<file path="src/rtl/apr_pkg.sv">
// Package: beat types, scan state and ARM64 encoding constants for the address resolver.
`timescale 1ns / 1ps

package apr_pkg;

    localparam int unsigned REG_W  = 5;
    localparam int unsigned WORD_W = 32;
    localparam int unsigned ADDR_W = 64;

    localparam logic [WORD_W-1:0] ADR_CLASS_MASK = 32'h9F00_0000;
    localparam logic [WORD_W-1:0] ADRP_CODE      = 32'h9000_0000;
    localparam logic [WORD_W-1:0] ADR_CODE       = 32'h1000_0000;
    localparam logic [WORD_W-1:0] ADD_MASK       = 32'hFF80_0000;
    localparam logic [WORD_W-1:0] ADD_CODE       = 32'h9100_0000;
    localparam logic [ADDR_W-1:0] PAGE_MASK      = 64'h0000_0000_0000_0FFF;

    localparam logic [REG_W-1:0] TARGET_RESET = '0;

    typedef struct packed {
        logic [WORD_W-1:0] instruction_word;
        logic [ADDR_W-1:0] instruction_address;
        logic              last_word;
    } item_t;

    typedef struct packed {
        logic [ADDR_W-1:0] resolved_address;
        logic              found;
    } result_t;

    typedef struct packed {
        logic              page_pending;
        logic [ADDR_W-1:0] pending_page_base;
        logic              already_reported;
    } scan_state_t;

    localparam scan_state_t SCAN_CLEAR = '{page_pending: 1'b0,
                                           pending_page_base: '0,
                                           already_reported: 1'b0};

    // immhi:immlo of ADR/ADRP, sign-extended to 64 bits
    function automatic logic [ADDR_W-1:0] imm21_sext(input logic [WORD_W-1:0] w);
        logic [20:0] imm;
        imm = {w[23:5], w[30:29]};
        return {{(ADDR_W-21){imm[20]}}, imm};
    endfunction

endpackage

</file>
<file path="src/rtl/arm64_pc_relative_address_resolver_unit.sv">
// Top level: input register, resolve logic, scan state and result register.
//
//  channel  signals                        beat
//  item     item_valid / item_ready        item_t: word, address, last flag
//  result   result_valid / result_ready    result_t: resolved address, found
//  cfg      cfg_valid / cfg_ready          cfg_data: target register number
//
// One item per cycle while the result register is not stalled; an item passes the
// input register and then the result register before its result beat is valid. The
// rate is set by the combinational decode and 64-bit adds between those two registers.
// Items with no result drain even while the result register is stalled.
// Reset clears the scan state and sets the target register to 0; cfg_ready is
// always high.
`timescale 1ns / 1ps

module arm64_pc_relative_address_resolver_unit
(
    input  logic                          clk,
    input  logic                          rst_n,
    input  logic                          item_valid,
    output logic                          item_ready,
    input  apr_pkg::item_t                item,
    output logic                          result_valid,
    input  logic                          result_ready,
    output apr_pkg::result_t              result,
    input  logic                          cfg_valid,
    output logic                          cfg_ready,
    input  logic [apr_pkg::REG_W-1:0]     cfg_data
);
    import apr_pkg::*;

    logic [REG_W-1:0] target_reg;
    logic             stage_valid_reg;
    item_t            stage_reg;
    scan_state_t      state_reg;
    scan_state_t      state_next;
    logic             result_valid_reg;
    result_t          result_reg;
    logic             produce;
    result_t          result_next;
    logic             out_free;
    logic             stage_adv;

    assign cfg_ready    = 1'b1;
    assign out_free     = !result_valid_reg || result_ready;
    assign stage_adv    = stage_valid_reg && (!produce || out_free);
    assign item_ready   = !stage_valid_reg || stage_adv;
    assign result_valid = result_valid_reg;
    assign result       = result_reg;

    apr_resolve u_resolve
    (
        .item            (stage_reg),
        .target_register (target_reg),
        .state           (state_reg),
        .produce         (produce),
        .result          (result_next),
        .state_next      (state_next)
    );

    always_ff @(posedge clk or negedge rst_n)
    begin
        if (!rst_n)
        begin
            target_reg <= TARGET_RESET;
        end
        else if (cfg_valid && cfg_ready)
        begin
            target_reg <= cfg_data;
        end
    end

    always_ff @(posedge clk or negedge rst_n)
    begin
        if (!rst_n)
        begin
            stage_valid_reg <= 1'b0;
        end
        else if (item_ready)
        begin
            stage_valid_reg <= item_valid;
        end
    end

    always_ff @(posedge clk)
    begin
        if (item_valid && item_ready)
        begin
            stage_reg <= item;
        end
    end

    always_ff @(posedge clk or negedge rst_n)
    begin
        if (!rst_n)
        begin
            state_reg <= SCAN_CLEAR;
        end
        else if (stage_adv)
        begin
            state_reg <= state_next;
        end
    end

    always_ff @(posedge clk or negedge rst_n)
    begin
        if (!rst_n)
        begin
            result_valid_reg <= 1'b0;
        end
        else if (out_free)
        begin
            result_valid_reg <= stage_adv && produce;
        end
    end

    always_ff @(posedge clk)
    begin
        if (stage_adv && produce)
        begin
            result_reg <= result_next;
        end
    end

endmodule

</file>
<file path="src/rtl/apr_resolve.sv">
// Decode of one instruction beat against the scan state: result and next state.
`timescale 1ns / 1ps

module apr_resolve
(
    input  apr_pkg::item_t                    item,
    input  logic [apr_pkg::REG_W-1:0]         target_register,
    input  apr_pkg::scan_state_t              state,
    output logic                              produce,
    output apr_pkg::result_t                  result,
    output apr_pkg::scan_state_t              state_next
);
    import apr_pkg::*;

    logic [WORD_W-1:0] w;
    logic              is_write;
    logic              add_hit;
    logic              is_adrp;
    logic              is_adr;
    logic              adr_hit;
    logic              hit;
    logic [ADDR_W-1:0] adr_off;
    logic [ADDR_W-1:0] add_imm;
    logic [ADDR_W-1:0] add_addr;
    logic [ADDR_W-1:0] adr_addr;
    logic [ADDR_W-1:0] adrp_page;

    assign w        = item.instruction_word;
    assign is_write = !state.already_reported && (w[REG_W-1:0] == target_register);
    assign is_adrp  = (w & ADR_CLASS_MASK) == ADRP_CODE;
    assign is_adr   = (w & ADR_CLASS_MASK) == ADR_CODE;
    assign add_hit  = is_write && state.page_pending && ((w & ADD_MASK) == ADD_CODE)
                      && (w[2*REG_W-1:REG_W] == target_register);
    assign adr_hit  = is_write && !add_hit && is_adr;
    assign hit      = add_hit || adr_hit;

    assign adr_off   = imm21_sext(w);
    assign add_imm   = w[22] ? {40'd0, w[21:10], 12'd0} : {52'd0, w[21:10]};
    assign add_addr  = state.pending_page_base + add_imm;
    assign adr_addr  = item.instruction_address + adr_off;
    assign adrp_page = (item.instruction_address & ~PAGE_MASK)
                       + {adr_off[ADDR_W-13:0], 12'd0};

    assign produce = hit || (item.last_word && !state.already_reported);

    always_comb
    begin
        result.found            = hit;
        result.resolved_address = add_hit ? add_addr : (adr_hit ? adr_addr : '0);
    end

    always_comb
    begin
        state_next = state;
        if (is_write && !add_hit)
        begin
            state_next.page_pending = is_adrp;
            if (is_adrp)
            begin
                state_next.pending_page_base = adrp_page;
            end
        end
        if (hit)
        begin
            state_next.already_reported = 1'b1;
        end
        if (item.last_word)
        begin
            state_next = SCAN_CLEAR;
        end
    end

endmodule

</file>
<file path="config.mk">
export PLATFORM = sky130hd
export DESIGN_NAME = arm64_pc_relative_address_resolver_unit
export DESIGN_NICKNAME = d
export VERILOG_FILES = /design/src/rtl/apr_pkg.sv /design/src/rtl/arm64_pc_relative_address_resolver_unit.sv /design/src/rtl/apr_resolve.sv
export SDC_FILE = /design/constraint.sdc
export NUM_CORES = 1
export LEC_CHECK = 0
export BUFFER_PORTS_ARGS = -buffer_cell sky130_fd_sc_hd__buf_2
export CAP_MARGIN = 20
export CORE_UTILIZATION = 50
export CTS_BUF_LIST = sky130_fd_sc_hd__clkbuf_4 sky130_fd_sc_hd__clkbuf_8
export DETAILED_ROUTE_END_ITERATION = 8
export PLACE_DENSITY_LB_ADDON = 0.2
export SYNTH_ARGS = -nofsm -noshare
export SYNTH_HDL_FRONTEND = slang
export SYNTH_SLANG_ARGS = --single-unit
</file>
<file path="constraint.sdc">
create_clock -name clk -period 7.55 [get_ports clk]
set_clock_uncertainty 0.1 [all_clocks]
set_input_delay 0.755 -clock clk [delete_from_list [all_inputs] [get_ports clk]]
set_output_delay 0.755 -clock clk [all_outputs]
set_load 0.05 [all_outputs]
</file>
==> metrics.md <==
| Metric | Value |
|---|---|
| YS warnings | `0` |
| Final setup fails | `0` |
| Ys async rst share | `27.4%` |
| Crit share post-route | `55.2%` |
| Worst-Skew Late Latency | `0.56 ns` |
| Peak VDD IR | `151 µV` |
| NumNets Final | `about 1900` |
| DRC Markers | `0` |
| Setup WS pre-CTS | `3.44 ns` |
| Routability congestion estimate | `0.973` |
| Final hold slack | `0.275 ns` |
| Max Slew Vio Count | `0` |
| DR pass1 iterations | `7` |
| H-tree depth | `2` |
| First DRT Iteration DRCs | `1185` |
| CTS tree | `done` |
| Leakage | `6.81 nW` |
| GRT Total Usage | `around 28%` |
| Commonest non-fill, non-tap cell in the layout | `buf_2` |
| Crit-path cells | `and2_1, ha_1, inv_1, fa_1, nor2b_1, o21ai_1, a21boi_1, nor2_1, o31ai_1, o21ai_1, nor2_1, nand3_1, xor2_1, o22ai_1` |
| Mapped Avg Cell Area | `9.73 µm²` |
| Die Wd | `approximately 170 µm` |
| Max Cap Viol | `0` |
| Critical Path Sink Type | `flop` |
| Status | `completed` |
| CTS Buffer Depth | `3` |
| Pwr Total | `0.00337 W` |
| Total core area | `28700 µm²` |
| Worst hold path type | `in -> async` |
| Crit-path max FO | `15` |
| CP top delay family | `simple AND/OR/NAND/NOR gates` |
| Clock Sinks | `223` |
| Area growth syn-to-layout | `13.5%` |
| Fillers | `2606` |
| Die Ht | `173 µm` |
| Post-CTS Setup Inserts | `0` |
| Post-synth top area share | `33.4%` |
| Max_slew headroom | `between 40% and 50%` |
| Commonest non-fill, non-tap cells in the layout | `173 x buf_2, 162 x edfxtp_1, 153 x nand2_1, 131 x a21oi_1, 95 x ha_1` |
| # diodes | `0` |
| Hold Fails Final Rpt | `0` |
| Largest register FFs | `97` |
| Die ar. | `29800 µm²` |
| I/O Pins | `around 180` |
| IO Port Bufs | `between 150 and 200` |
| CTS Buf Count | `38` |
| Min Clock Period, post-route | `between 4 and 5 ns` |
| Share of layout cells above drive strength 1 | `16.4%` |
| Post-synth top area cell | `edfxtp_1` |
| Yosys reg bits | `223` |
| Wire length per cell | `20.3 µm` |
| First-pass GRT wire length | `64000 µm` |
| CP arrival | `4.34 ns` |
| Number of synthesized flops with an enable pin | `162` |
| Critical Path Source Type | `flop` |
| RSZ-0062 raised after global routing | `false` |
| Post-route worst setup slack | `3.38 ns` |
| CP required | `approximately 7.7 ns` |
| Final wirelength | `42000 µm` |
| Gate Count Post-Synth | `1498` |
| Yosys cell types | `75` |
| Critical path buffer and inverter count | `1` |
| Power per cell area | `204 nW/µm²` |
| DP Wirelength | `33200 µm` |
| Fmax achieved | `0.240 GHz` |
| Worst-path clk slew | `0.06 ns` |
| GRT overflow | `0` |
| DR vias/cell | `5.89` |
| Hold buffer count at CTS | `0` |
| Initial antenna violation count | `1` |
| Routed via count | `roughly 12000` |
| Post-synthesis sequential area ratio | `a little over two fifths` |
| Largest stage delay, worst path | `0.66 ns` |
| Final core utilization | `57.7%` |
| Largest net degree at the start of global routing | `69` |
| Vias in the first global route | `about 11000` |
| Main synth FF type | `edfxtp_1` |
| Starting Density | `50.8%` |
| Setup TNS | `0 ns` |
| CP max-delay cell | `edfxtp_1` |
| Post-Syn Nets | `between 1500 and 2000` |
| Dominant cells by area after synthesis | `edfxtp_1 33%, dfrtp_1 10%, ha_1 8.2%` |
| Antenna-violating nets left | `0` |
| Row cnt | `62` |
| Worst Tran Pin Value | `0.895 ns` |
| Syn Std Cell Area | `~15000 µm²` |
| Root buf cell | `clkbuf_8` |
| Post-CTS sizing | `0` |
| Setup CP Type | `reg -> reg` |
## cell families after synthesis
logic type / synth area share (%)
xor+xnor: 10.1
simple gates: 13.7
buf+inv: 2.93
fa+ha+maj: 8.56
compound gates: 20.4
mux: 0.455
other cells: 0.0257
flops: 43.8
## stage by stage
step / instance area, µm² / std cells
floorplan: 14600 / 1498
global placement: 15700 / 1998
detailed placement: 15700 / 1998
CTS: 16500 / 2068
global route: 16500 / 2068
finish: 16500 / 2068
## per-layer routing
metal	vias up	track usage, %	wire length, µm
met4	2	6.12	717
met2	561	37.5	16300
met5	-	0	13
li1	5826	-	-
met1	5727	45.2	20800
met3	62	5.80	4190
## synth_stat cells, types with 4 or more instances
library cell and count:
edfxtp_1 162, nand2_1 153, a21oi_1 131, ha_1 95, xor2_1 86, nor2_1 82, xnor2_1 82, o21ai_1 69
dfrtp_1 61, o21ai_0 60, clkbuf_1 57, o22ai_1 50, inv_1 44, a21o_1 43, nand4_1 36, nand3_1 30
and2_1 29, o21bai_1 21, o21a_1 19, nor3_1 18, nor2b_1 17, a31oi_1 13, nand2b_1 13, a211oi_1 9
o31ai_1 8, and3_1 7, nor4_1 6, and4_1 5, buf_2 5, mux2_2 5, o41ai_1 5, or2_2 5
a211o_1 4, o21ai_2 4, o31a_1 4
## power by group
part           total, W  internal, W  switching (W)  leakage [nW]
clock network   0.00116     0.000660       0.000504         0.438
registers       0.00141      0.00137      0.0000382          2.46
logic          0.000800     0.000274       0.000527          3.91
total           0.00337      0.00230        0.00107          6.81
## final cells by class
class | instances | area, µm² | share of cell area (%)
sequential | 223 | 6390 | 38.6
timing repair buffer | 181 | 926 | 5.59
clock inverter | 18 | 169 | 1.02
clock buffer | 52 | 641 | 3.87
inverter | 45 | 169 | 1.02
tap | 384 | 480 | 2.90
multi-input combinational | 1165 | 7770 | 47.0
## final timing paths
kind                               start             to  slack [ns]  cells after the start
min in group clk                item[67]  stage_reg[67]        0.28                      1
max in group asynchronous          rst_n   result_valid        6.50                      2
setup reg to reg           stage_reg[87]     result[39]        3.38                     14
setup / recovery           stage_reg[87]     result[39]        3.38                     14
hold reg to reg            state_reg[23]  state_reg[23]        0.40                      2
hold / removal                     rst_n  state_reg[56]        0.28                      2
(Power assumes the default switching activity.)
